File: config.mk
export PLATFORM = sky130hd
export DESIGN_NAME = pulse_width_ir_byte_transmitter
export DESIGN_NICKNAME = d
export VERILOG_FILES = /design/src/rtl/core/pwirt_pkg.sv /design/src/rtl/core/pwirt_seq.sv /design/src/rtl/core/pulse_width_ir_byte_transmitter.sv
export SDC_FILE = /design/constraint.sdc
export NUM_CORES = 1
export LEC_CHECK = 0
export BUFFER_PORTS_ARGS = -buffer_cell sky130_fd_sc_hd__buf_2
export CAP_MARGIN = 20
export CELL_PAD_IN_SITES_DETAIL_PLACEMENT = 2
export CELL_PAD_IN_SITES_GLOBAL_PLACEMENT = 2
export CORE_ASPECT_RATIO = 0.7
export CORE_MARGIN = 1
export CORE_UTILIZATION = 45
export DETAILED_ROUTE_END_ITERATION = 10
export PLACE_DENSITY_LB_ADDON = 0.08
export SLEW_MARGIN = 20
export SYNTH_ARGS = -nofsm -noshare
export SYNTH_HDL_FRONTEND = slang
export SYNTH_SLANG_ARGS = --single-unit
File: constraint.sdc
create_clock -name clk_i -period 4 [get_ports clk_i]
set_input_delay 0.8 -clock clk_i [delete_from_list [all_inputs] [get_ports clk_i]]
set_output_delay 0.8 -clock clk_i [all_outputs]
set_load 0.02 [all_outputs]
File: src/rtl/core/pwirt_pkg.sv
// Shared types and constants for the pulse-width IR byte transmitter.
package pwirt_pkg;

  localparam int unsigned BitsPerFrame = 8;
  localparam int unsigned ByteW        = 8;
  localparam int unsigned TicksW       = 16;
  localparam int unsigned NumRegs      = 6;
  localparam int unsigned RegIdxW      = 3;
  localparam int unsigned BitPosW      = $clog2(BitsPerFrame + 1);
  localparam int unsigned BitIdxW      = (BitsPerFrame > 1) ? $clog2(BitsPerFrame) : 1;

  typedef enum logic {
    CMD_START = 1'b0,
    CMD_NEXT  = 1'b1
  } pwirt_cmd_e;

  typedef enum logic [RegIdxW-1:0] {
    REG_START_BURST = 3'd0,
    REG_START_PAUSE = 3'd1,
    REG_ONE_BURST   = 3'd2,
    REG_ZERO_BURST  = 3'd3,
    REG_GAP         = 3'd4,
    REG_STOP_BURST  = 3'd5
  } pwirt_reg_e;

  localparam logic [TicksW-1:0] StartBurstRst = 16'd200;
  localparam logic [TicksW-1:0] StartPauseRst = 16'd100;
  localparam logic [TicksW-1:0] OneBurstRst   = 16'd145;
  localparam logic [TicksW-1:0] ZeroBurstRst  = 16'd95;
  localparam logic [TicksW-1:0] GapRst        = 16'd100;
  localparam logic [TicksW-1:0] StopBurstRst  = 16'd300;

  typedef struct packed {
    logic [TicksW-1:0] start_burst;
    logic [TicksW-1:0] start_pause;
    logic [TicksW-1:0] one_burst;
    logic [TicksW-1:0] zero_burst;
    logic [TicksW-1:0] gap;
    logic [TicksW-1:0] stop_burst;
  } pwirt_cfg_t;

  typedef struct packed {
    logic              carrier_on;
    logic [TicksW-1:0] phase_ticks;
    logic              busy_res;
    logic              finished;
  } pwirt_res_t;

endpackage

File: src/rtl/core/pwirt_seq.sv
// Frame sequencer: phase state and next-phase selection for one event beat.
module pwirt_seq (
  input  logic                clk_i,
  input  logic                rst_ni,
  input  logic                accept_i,
  input  pwirt_pkg::pwirt_cmd_e cmd_i,
  input  logic [7:0]          data_byte_i,
  input  pwirt_pkg::pwirt_cfg_t cfg_i,
  output pwirt_pkg::pwirt_res_t res_o
);
  import pwirt_pkg::*;

  logic [ByteW-1:0]   shift_byte_q, shift_byte_d;
  logic [BitPosW-1:0] bit_pos_q, bit_pos_d;
  logic               in_pause_q, in_pause_d;
  logic               start_pend_q, start_pend_d;
  logic               stop_pend_q, stop_pend_d;
  logic               active_q, active_d;

  logic [ByteW-1:0]        sb_ld;
  logic [BitPosW-1:0]      bp_ld;
  logic                    ip_ld, sp_ld, stp_ld, act_ld;
  logic [BitsPerFrame-1:0] frame_bits;
  logic [BitPosW-1:0]      pos;
  logic                    data_bit;

  // Load a fresh frame on start, else carry the current state.
  always_comb begin
    if (cmd_i == CMD_START) begin
      sb_ld  = data_byte_i;
      bp_ld  = '0;
      ip_ld  = 1'b0;
      sp_ld  = 1'b1;
      stp_ld = 1'b1;
      act_ld = 1'b1;
    end else begin
      sb_ld  = shift_byte_q;
      bp_ld  = bit_pos_q;
      ip_ld  = in_pause_q;
      sp_ld  = start_pend_q;
      stp_ld = stop_pend_q;
      act_ld = active_q;
    end
  end

  // Bits above the byte are sent as zeros.
  assign frame_bits = BitsPerFrame'(sb_ld);
  assign pos        = BitPosW'(BitsPerFrame - 1) - bp_ld;
  assign data_bit   = frame_bits[pos[BitIdxW-1:0]];

  always_comb begin
    shift_byte_d = sb_ld;
    bit_pos_d    = bp_ld;
    in_pause_d   = ip_ld;
    start_pend_d = sp_ld;
    stop_pend_d  = stp_ld;
    active_d     = act_ld;
    res_o        = '0;
    if (act_ld) begin
      res_o.busy_res = 1'b1;
      priority if (sp_ld) begin
        in_pause_d = ~ip_ld;
        if (!ip_ld) begin
          res_o.carrier_on  = 1'b1;
          res_o.phase_ticks = cfg_i.start_burst;
        end else begin
          start_pend_d      = 1'b0;
          res_o.phase_ticks = cfg_i.start_pause;
        end
      end else if (bp_ld < BitPosW'(BitsPerFrame)) begin
        in_pause_d = ~ip_ld;
        if (!ip_ld) begin
          res_o.carrier_on  = 1'b1;
          res_o.phase_ticks = data_bit ? cfg_i.one_burst : cfg_i.zero_burst;
        end else begin
          bit_pos_d         = bp_ld + 1'b1;
          res_o.phase_ticks = cfg_i.gap;
        end
      end else if (stp_ld) begin
        in_pause_d = ~ip_ld;
        if (!ip_ld) begin
          res_o.carrier_on  = 1'b1;
          res_o.phase_ticks = cfg_i.stop_burst;
        end else begin
          stop_pend_d       = 1'b0;
          res_o.phase_ticks = cfg_i.gap;
        end
      end else begin
        // Frame done: drop back to idle.
        active_d       = 1'b0;
        start_pend_d   = 1'b1;
        stop_pend_d    = 1'b1;
        bit_pos_d      = '0;
        in_pause_d     = 1'b0;
        res_o.busy_res = 1'b0;
        res_o.finished = 1'b1;
      end
    end
  end

  always_ff @(posedge clk_i or negedge rst_ni) begin
    if (!rst_ni) begin
      shift_byte_q <= '0;
      bit_pos_q    <= '0;
      in_pause_q   <= 1'b0;
      start_pend_q <= 1'b1;
      stop_pend_q  <= 1'b1;
      active_q     <= 1'b0;
    end else if (accept_i) begin
      shift_byte_q <= shift_byte_d;
      bit_pos_q    <= bit_pos_d;
      in_pause_q   <= in_pause_d;
      start_pend_q <= start_pend_d;
      stop_pend_q  <= stop_pend_d;
      active_q     <= active_d;
    end
  end

endmodule

File: src/rtl/core/pulse_width_ir_byte_transmitter.sv
// Top level of the pulse-width IR byte transmitter: config registers and result buffering.
//
//   channel  direction  handshake                 payload
//   in       input      in_valid_i / in_stall_o   cmd_i, data_byte_i
//   out      output     out_valid_o / out_stall_i carrier_on_o, phase_ticks_o, busy_res_o,
//                                                 finished_o
//   cfg      input      cfg_we_i                  cfg_idx_i, cfg_data_i
//
// Each beat is decoded in its accept cycle; its result is registered in out_q or skid_q.
// One beat per cycle is sustained; the output register plus a one-entry skid stage absorb
// a downstream stall, and in_stall_o rises only once the skid entry is occupied.
// Reset loads the default phase lengths and leaves the sequencer idle with no result pending.
module pulse_width_ir_byte_transmitter (
  input  logic        clk_i,
  input  logic        rst_ni,
  input  logic        in_valid_i,
  output logic        in_stall_o,
  input  logic        cmd_i,
  input  logic [7:0]  data_byte_i,
  output logic        out_valid_o,
  input  logic        out_stall_i,
  output logic        carrier_on_o,
  output logic [15:0] phase_ticks_o,
  output logic        busy_res_o,
  output logic        finished_o,
  input  logic        cfg_we_i,
  input  logic [2:0]  cfg_idx_i,
  input  logic [15:0] cfg_data_i
);
  import pwirt_pkg::*;

  pwirt_cfg_t cfg_q;
  pwirt_res_t res;
  pwirt_res_t out_q, skid_q;
  logic       out_valid_q, skid_valid_q;
  logic       in_fire, out_fire;

  always_ff @(posedge clk_i or negedge rst_ni) begin
    if (!rst_ni) begin
      cfg_q.start_burst <= StartBurstRst;
      cfg_q.start_pause <= StartPauseRst;
      cfg_q.one_burst   <= OneBurstRst;
      cfg_q.zero_burst  <= ZeroBurstRst;
      cfg_q.gap         <= GapRst;
      cfg_q.stop_burst  <= StopBurstRst;
    end else if (cfg_we_i) begin
      unique case (pwirt_reg_e'(cfg_idx_i))
        REG_START_BURST: cfg_q.start_burst <= cfg_data_i;
        REG_START_PAUSE: cfg_q.start_pause <= cfg_data_i;
        REG_ONE_BURST:   cfg_q.one_burst   <= cfg_data_i;
        REG_ZERO_BURST:  cfg_q.zero_burst  <= cfg_data_i;
        REG_GAP:         cfg_q.gap         <= cfg_data_i;
        REG_STOP_BURST:  cfg_q.stop_burst  <= cfg_data_i;
        default: ;
      endcase
    end
  end

  assign in_stall_o = skid_valid_q;
  assign in_fire    = in_valid_i & ~skid_valid_q;
  assign out_fire   = out_valid_q & ~out_stall_i;

  pwirt_seq u_seq (
    .clk_i      (clk_i),
    .rst_ni     (rst_ni),
    .accept_i   (in_fire),
    .cmd_i      (pwirt_cmd_e'(cmd_i)),
    .data_byte_i(data_byte_i),
    .cfg_i      (cfg_q),
    .res_o      (res)
  );

  always_ff @(posedge clk_i or negedge rst_ni) begin
    if (!rst_ni) begin
      out_valid_q  <= 1'b0;
      skid_valid_q <= 1'b0;
    end else if (skid_valid_q) begin
      if (out_fire) begin
        skid_valid_q <= 1'b0;
      end
    end else if (in_fire) begin
      if (out_valid_q && !out_fire) begin
        skid_valid_q <= 1'b1;
      end else begin
        out_valid_q <= 1'b1;
      end
    end else if (out_fire) begin
      out_valid_q <= 1'b0;
    end
  end

  // Payload registers: advance from skid first, then from the new beat.
  always_ff @(posedge clk_i) begin
    if (skid_valid_q) begin
      if (out_fire) begin
        out_q <= skid_q;
      end
    end else if (in_fire) begin
      if (out_valid_q && !out_fire) begin
        skid_q <= res;
      end else begin
        out_q <= res;
      end
    end
  end

  assign out_valid_o   = out_valid_q;
  assign carrier_on_o  = out_q.carrier_on;
  assign phase_ticks_o = out_q.phase_ticks;
  assign busy_res_o    = out_q.busy_res;
  assign finished_o    = out_q.finished;

`ifndef SYNTHESIS
  a_skid_behind_out: assert property (@(posedge clk_i) disable iff (!rst_ni)
    skid_valid_q |-> out_valid_q)
    else $error("skid entry held with empty output register");

  a_skid_fill_on_stall: assert property (@(posedge clk_i) disable iff (!rst_ni)
    $rose(skid_valid_q) |-> $past(out_valid_q && out_stall_i && in_valid_i))
    else $error("skid filled without a stalled output");

  a_finish_idle: assert property (@(posedge clk_i) disable iff (!rst_ni)
    (out_valid_o && finished_o) |-> (!carrier_on_o && !busy_res_o && phase_ticks_o == '0))
    else $error("finished beat carries a phase");

  a_carrier_busy: assert property (@(posedge clk_i) disable iff (!rst_ni)
    (out_valid_o && carrier_on_o) |-> busy_res_o)
    else $error("carrier on outside a frame");
`endif

endmodule

==> qor.yml, run 1 <==
grt_pass1_wl_um: 39400
numCtsBuffers: 17
dp_slack_ns: 0.527
crit_family: "simple AND/OR/NAND/NOR gates"
yosysWarnings: 0
diodes: 0
dp_hpwl_um: 15700
cp_slowest_stage_delay_ns: 0.71
finalHoldViolCount: 0
synth_edf_count: 38
drive_gt1_frac: 0.423
grt_setup_unrepaired: "false"
final-setup-viol-count: 0
grt_pass1_vias: 6638
track_usage: 0.307
h-tree-depth: 4
clkTransAtPathRegs_ns: 0.07
maxCapViolCount: 0
first_pass_iters: 5
min_period_over_period: 0.756
routedWlPerCell_um: 27.7
cts_tree: "yes"
leakage_nw: 3.55
relSlewSlack: 0.480
slew_viol_final: 0
num-fill-cells: 1584
cts_hold_repair.buffers: 0
clk_latency_ns: 0.43
cp-start-kind: "input port"
ys_ff_latch: 152
synth_area_um2: 7720
cts_resized: 0
tns_ns: 0
power.total_w: 0.00630
register_area_um2: 4020
use_met2: 0.512
grt-ovfl-total: 0
multi_input_area_um2: 3440
gp_congestion: 0.777
crit_slowest_cell: "nor4bb_4"
vias: 5743
finalInstanceArea_um2: 8880
fp.dieArea_um2: 17700
ant_nets: 0
crit_path_end_kind: "register"
place_area_um2: 8280
grt_start_max_net_pins: 47
cp_max_fo: 24
core_um2: 16500
areaGrowthSynthToFinish_pct: 15.0
p_per_area_nw_per_um2: 709
yosysTopAreaCell: "dfrtp_1"
synth_common_cells: "mux2_2, dfrtp_1, nand2_1, edfxtp_1, clkbuf_1"
crit_buf_inv: 2
die_w_um: 159
die_h_um: 112
period_needed_ns: 3.03
drtIter0Drc: 366
fp-row-count: 39
grt.busiest_layer: "met2"
crit_type: "in2reg"
avgSynthCellArea_um2: 12.4
worstPathRequired_ns: 4.20
tightest_slew_ns: 0.779
vdd_drop_max_v: 0.000375
antenna_found_initial: 0
io_buffer_count: 53
skew_ns: 0.00876
fmax_mhz: 331
viasPerCell: 6.31
drt-total-wl_um: 25200
async_reset_ff_frac: 0.750
grtUsageMet3: 0.0568
clk_path_buf_depth: 2
nets: 706
grt.met1_usage: 0.389
outcome: "complete, no violations"
arrival_ns: 3.22
synth_top_area_share: 0.292
ys_seq_area_frac: 0.521
post_cts_buffers: 0
synth_cells: 623
cts_root_buf: "clkbuf_16"
path_cells: "buf_2, and2_4, a32o_2, nor4bb_4, buf_4, a221oi_1, o311ai_0"
synthFlopType: "dfrtp_1"
yosysUniqueCellTypes: 52
ioPinCount: 54
start_util: 0.467
syn-num-nets: 657
synth_area_leaders: "dfrtp_1, mux2_2, edfxtp_1"
hp-class: "in2async"
drc: 0
yosysMostFrequentCell: "mux2_2"
setup_ws_ns: 0.974
post-route-util: 0.537
clkSinkCount: 152
==> cells by family (layout without fill, tap and decap cells) <==
kind of cell	Yosys count	count (layout)	synth area share
compound gates	144	144	0.149
buf+inv	70	132	0.0413
fa+ha+maj	1	1	0.00162
flops	152	152	0.521
simple gates	130	130	0.103
mux	126	126	0.183
==> path summary, 6_finish.rpt <==
kind                                           startpoint                                end  slack, ns  depth (start not counted)
setup / recovery                                    cmd_i         phase_ticks_o[0]$_DFFE_PP_       0.97                          7
max in group asynchronous                          rst_ni      u_seq.stop_pend_q$_DFFE_PN1P_       2.63                          2
hold reg to reg                     cfg_q[67]$_DFFE_PN0P_              cfg_q[67]$_DFFE_PN0P_       0.50                          1
setup reg to reg           u_seq.bit_pos_q[0]$_DFFE_PN0P_         phase_ticks_o[0]$_DFFE_PP_       1.11                          6
hold / removal                                     rst_ni  u_seq.shift_byte_q[0]$_DFFE_PN0P_       0.39                          1
min in group clk_i                  cfg_q[67]$_DFFE_PN0P_              cfg_q[67]$_DFFE_PN0P_       0.50                          1
==> cell usage in the layout, fill, tap and decap left out, types with 2 or more instances in the layout <==
cell type  instances
nand4b_1          19
inv_4              3
dfstp_2           24
nor4bb_4           3
or3b_1             7
mux2_2           121
mux2i_1            5
or3b_2            10
buf_2             52
o311ai_0           6
clkbuf_16         18
o311ai_1           9
o21ai_0           12
a221oi_1          21
inv_6              6
a221oi_2          11
a21boi_0          16
a21oi_1           24
edfxtp_1          38
and3_1            19
a21oi_2            2
nand3_1            3
o31a_1            16
nand2_1           49
nor2_1             5
o211ai_1          16
a31oi_1            2
buf_4             26
inv_1             22
nand2b_1           3
dfrtp_1           90
==> layout make-up <==
type                       instances  share of cell area
multi-input combinational        401               0.388
sequential                       152               0.453
clock buffer                      19              0.0523
clock inverter                    13              0.0145
timing repair buffer              78              0.0513
inverter                          22             0.00930
tap                              225              0.0317
==> routing by layer <==
metal / routed length (µm) / up-vias / part of all wire
li1: - / 2487 / -
met1: 10700 / 3005 / 0.43
met2: 12600 / 193 / 0.50
met3: 1220 / 58 / 0.048
met4: 695 / 0 / 0.028
met5: 0 / - / 0
==> worst register-to-register path, stage by stage (launching register included) <==
cell and delay, ns:
dfrtp_1 0.51, mux2i_1 0.15, a32o_2 0.32, nor4bb_4 0.71, buf_4 0.36, a221oi_1 0.16, o311ai_0 0.44
==> through the flow <==
| step | cells | hold WS, ns |
|---|---|---|
| 6_report | 910 | 0.390 |
| 5_1_grt | 910 | 0.416 |
| 4_1_cts | 910 | 0.403 |
| 3_5_place_dp | 878 | 0.491 |
| 3_3_place_gp | 878 | 0.480 |
| 2_1_floorplan | 623 | 0.471 |
==> where the power goes <==
| group | leakage (nW) | switching (W) | internal [W] |
|---|---|---|---|
| Clock | 0.294 | 0.000707 | 0.000929 |
| Combinational | 1.57 | 0.00131 | 0.000877 |
| Sequential | 1.68 | 0.000335 | 0.00214 |
| Total | 3.55 | 0.00235 | 0.00394 |
==> registers in the layout, summed over array words and instances, names as in the netlist <==
register / cells
in_stall_o: 1
cfg_q: 96
finished_o: 1
u_seq.bit_pos_q: 4
u_seq.in_pause_q: 1
skid_q: 19
u_seq.shift_byte_q: 8
u_seq.stop_pend_q: 1
u_seq.start_pend_q: 1
out_valid_o: 1
busy_res_o: 1
u_seq.active_q: 1
carrier_on_o: 1
phase_ticks_o: 16
(Power assumes the default switching activity.)
==> run 2, diff against run 1 <==
- CORE_UTILIZATION: 45 -> 38
- clock period: 4 -> 2.7 ns (I/O delays scaled with it)
==> qor.yml, run 2 (synthesis results as in run 1) <==
diodes: 0
routedWlPerCell_um: 25.9
p_clk_frac: 0.258
top_layer: "met4"
relSlewSlack: 0.541
dp_cells: 931
r2r_cells: 6
outcome: "complete, no violations"
clk_latency_ns: 0.44
min_period_over_period: 0.843
rr_endpoint: "phase_ticks_o[1]$_DFFE_PP_"
antenna_found_initial: 0
num-fill-cells: 1974
tightest_slew_ns: 0.686
first_pass_iters: 5
vias: 5677
grt-ovfl-total: 0
drt-total-wl_um: 24900
setup_ws_ns: 0.425
p_per_area_nw_per_um2: 1030
gp_congestion: 0.795
clk_path_buf_depth: 2
r2r-start: "u_seq.bit_pos_q[0]$_DFFE_PN0P_"
viasPerCell: 5.90
p_int_w: 0.00592
numCtsBuffers: 17
grt_start_max_net_pins: 41
period_needed_ns: 2.27
ioPinCount: 54
clkSinkCount: 152
mostFrequentLayoutCell: "mux2_2"
drtIter0Drc: 410
cts_resized: 0
regMostFlops: "cfg_q"
cp_max_fo: 16
areaGrowthSynthToFinish_pct: 17.1
power_switching_w: 0.00338
tns_ns: 0
crit_path_end_kind: "register"
hp-class: "in2async"
cts_root_buf: "clkbuf_16"
vdd_drop_max_v: 0.000468
skew_ns: 0.0118
comb_power_share: 0.351
wl_met1_um: 11400
final-setup-viol-count: 0
cts_hold_repair.buffers: 0
crit_type: "reg2reg"
fin_cells: 963
grt_setup_unrepaired: "false"
post_cts_buffers: 0
h-tree-depth: 4
seqPwrFrac: 0.391
netSwitchingFraction: 0.363
slew_viol_final: 0
wl_met2_um: 12100
fp.dieArea_um2: 20900
post-route-util: 0.455
arrival_ns: 2.50
dr_wl_met3_um: 890
maxCapViolCount: 0
finalHoldViolCount: 0
worstPathRequired_ns: 2.92
fp-row-count: 43
io_buffer_count: 53
fmax_mhz: 440
dp_slack_ns: 0.218
core_um2: 19900
ff2ff_setup_slack_ns: 0.43
leakage_nw: 3.59
dp_hpwl_um: 15800
ant_nets: 0
die_h_um: 121
start_util: 0.389
cts_tree: "yes"
drive_gt1_frac: 0.424
grt_pass1_wl_um: 39200
clkTransAtPathRegs_ns: 0.07
die_w_um: 172
grt_pass1_vias: 6372
largest_reg_flops: 96
cp-start-kind: "register"
layout_common_cells: "mux2_2, dfrtp_1, buf_2"
track_usage: 0.259
nets: 714
drc: 0
[run 2: stage by stage]
stage                     power [W]  instance area (µm²)  hold slack (ns)
after detailed placement    0.00693                 8450            0.491
after global placement      0.00673                 8450            0.480
after CTS                   0.00938                 9040           0.0816
after global routing        0.00977                 9040            0.100
after floorplan             0.00569                 7720            0.244
final                       0.00930                 9040           0.0711
[run 2: power by group through the flow]
stage	combinational [W]	sequential [W]	clock, W
4_1_cts	0.00327	0.00364	0.00246
3_5_place_dp	0.00325	0.00367	0
2_1_floorplan	0.00205	0.00364	0
3_3_place_gp	0.00310	0.00363	0
5_1_grt	0.00351	0.00371	0.00255
6_report	0.00326	0.00363	0.00240
[run 2: how the worst max path moves through the flow]
stage | slack, ns | startpoint | end | depth (start not counted)
3_3_place_gp | 0.39 | cmd_i | phase_ticks_o[1]$_DFFE_PP_ | 7
3_5_place_dp | 0.22 | cmd_i | phase_ticks_o[5]$_DFFE_PP_ | 7
6_report | 0.43 | u_seq.bit_pos_q[0]$_DFFE_PN0P_ | phase_ticks_o[1]$_DFFE_PP_ | 6
2_1_floorplan | 0.30 | in_stall_o$_DFF_PN0_ | busy_res_o$_DFFE_PP_ | 4
5_1_grt | 0.21 | u_seq.bit_pos_q[0]$_DFFE_PN0P_ | phase_ticks_o[1]$_DFFE_PP_ | 6
4_1_cts | 0.41 | u_seq.bit_pos_q[0]$_DFFE_PN0P_ | phase_ticks_o[1]$_DFFE_PP_ | 6
[run 2: metal layers]
| metal | vias to the layer above | track usage |
|---|---|---|
| met1 | 3005 | 0.352 |
| met3 | 36 | 0.0378 |
| li1 | 2498 | - |
| met4 | 0 | 0.0935 |
| met2 | 138 | 0.421 |
| met5 | - | 0 |
[run 2: layout make-up]
| cell class | count | area (µm²) | share of cell area |
|---|---|---|---|
| inverter | 22 | 82.6 | 0.00914 |
| clock buffer | 25 | 539 | 0.0597 |
| clock inverter | 7 | 52.6 | 0.00581 |
| multi-input combinational | 401 | 3440 | 0.380 |
| tap | 270 | 338 | 0.0374 |
| timing repair buffer | 86 | 566 | 0.0626 |
| sequential | 152 | 4020 | 0.445 |
[run 2: critical path: stages (launching register included)]
cell      delay (ns)
dfrtp_1         0.48
mux2i_1         0.18
a32o_2          0.31
nor4bb_4        0.32
buf_12          0.24
a221oi_1        0.14
o311ai_0        0.38
==> run 3, diff against run 2 <==
- clock period: 2.7 -> 1.9 ns (I/O delays scaled with it)
==> qor.yml, run 3 (synthesis results as in run 1) <==
outcome: "complete, but fails checks"
failed_checks: "setup timing"
clk_path_buf_depth: 2
cp-start-kind: "register"
drive_gt1_frac: 0.502
start_util: 0.389
final-setup-viol-count: 32
num-fill-cells: 1889
antenna_found_initial: 0
numCtsBuffers: 17
first_pass_iters: 7
setup_ws_ns: -0.373
fp.dieArea_um2: 20900
dp_hpwl_um: 17200
slew_viol_final: 0
fmax_mhz: 440
crit_path_end_kind: "register"
clkTransAtPathRegs_ns: 0.07
io_buffer_count: 53
arrival_ns: 2.51
regMostFlops: "cfg_q"
die_w_um: 172
layout_common_cells: "mux2_2, dfrtp_1, buf_2"
largest_reg_flops: 96
routedWlPerCell_um: 27.0
maxCapViolCount: 0
tns_ns: -8.61
grt-ovfl-total: 0
tightest_slew_ns: 0.535
grt_setup_unrepaired: "true"
core_um2: 19900
worstPathRequired_ns: 2.14
drc: 0
grt_start_max_net_pins: 40
grt_pass1_wl_um: 41300
vdd_drop_max_v: 0.000807
min_period_over_period: 1.20
clkSinkCount: 152
h-tree-depth: 4
cp_max_fo: 7
drtIter0Drc: 403
areaGrowthSynthToFinish_pct: 28.8
clk_latency_ns: 0.44
cts_root_buf: "clkbuf_16"
grt_pass1_vias: 6622
ioPinCount: 54
gp_congestion: 0.808
skew_ns: 0.00960
dp_cells: 964
nets: 754
finalHoldViolCount: 0
mostFrequentLayoutCell: "mux2_2"
cts_tree: "yes"
fin_cells: 1003
power.total_w: 0.0149
ant_nets: 0
diodes: 0
fp-row-count: 43
p_per_area_nw_per_um2: 1500
leakage_nw: 3.96
hp-class: "in2reg"
relSlewSlack: 0.642
track_usage: 0.276
crit_type: "reg2reg"
vias: 5917
viasPerCell: 5.90
die_h_um: 121
drt-total-wl_um: 27100
period_needed_ns: 2.27
[run 3: cell types whose count changed in the layout (fill, tap and decap cells not counted), sizes merged, moves of 2 or more]
cell	before	now
bufinv	0	2
clkbuf	25	22
buf	86	124
clkinv	3	5
[run 3: repair_timing]
action,CTS,global route
buffers inserted,4,3
pin swaps,12,9
hold buffers,1,0
endpoints found under the hold margin,20,0
resized for setup,38,21
setup endpoints to repair,32,34
cloned,1,1
[run 3: layout make-up]
type	count	area (µm²)	area share
clock inverter	11	116	0.0117
multi-input combinational	401	3790	0.381
timing repair buffer	126	1110	0.112
inverter	22	82.6	0.00831
sequential	152	4030	0.405
clock buffer	21	482	0.0485
tap	270	338	0.0340
[run 3: path summary, 6_finish.rpt]
kind                       slack (ns)                           endpoint                      startpoint  cells after the start
max                             -0.37               skid_q[15]$_DFFE_PP_  u_seq.bit_pos_q[0]$_DFFE_PN0P_                      8
min                              0.17  u_seq.shift_byte_q[4]$_DFFE_PN0P_                  data_byte_i[4]                      2
max reg2reg                     -0.37               skid_q[15]$_DFFE_PP_  u_seq.bit_pos_q[0]$_DFFE_PN0P_                      8
min reg2reg                      0.50              cfg_q[15]$_DFFE_PN0P_           cfg_q[15]$_DFFE_PN0P_                      1
max in group asynchronous        0.81              cfg_q[13]$_DFFE_PN0P_                          rst_ni                      3
min in group asynchronous        0.44  u_seq.shift_byte_q[4]$_DFFE_PN0P_                          rst_ni                      2
[run 3: power breakdown]
| group | total, W | internal (W) | leakage (nW) | switching [W] |
|---|---|---|---|---|
| Combinational | 0.00617 | 0.00285 | 1.99 | 0.00331 |
| Clock | 0.00353 | 0.00208 | 0.299 | 0.00144 |
| Sequential | 0.00521 | 0.00451 | 1.68 | 0.000706 |
| Total | 0.0149 | 0.00944 | 3.96 | 0.00546 |
[run 3: stage by stage]
step	utilization	setup WS, ns	area, µm²	hold slack [ns]
2_1_floorplan	-	-0.0545	7770	0.0844
3_3_place_gp	0.450	-0.260	8940	0.340
3_5_place_dp	0.450	-0.403	8940	0.347
4_1_cts	0.495	-0.287	9820	0.153
5_1_grt	0.501	-0.447	9940	0.162
6_report	0.501	-0.373	9940	0.167
[run 3: critical path, stage by stage, from the launching register on]
cell and delay (ns):
dfrtp_2 0.48, mux2i_1 0.16, a32o_2 0.31, nor4bb_4 0.32
buf_4 0.18, buf_12 0.14, buf_12 0.12, a221oi_4 0.07
a221oi_2 0.30
[run 3: routing by layer]
layer,vias up,share of wire,global-route usage
met3,47,0.039,0.0502
met2,152,0.49,0.450
met5,-,0,0
met4,0,0.022,0.103
li1,2583,-,-
met1,3135,0.45,0.366
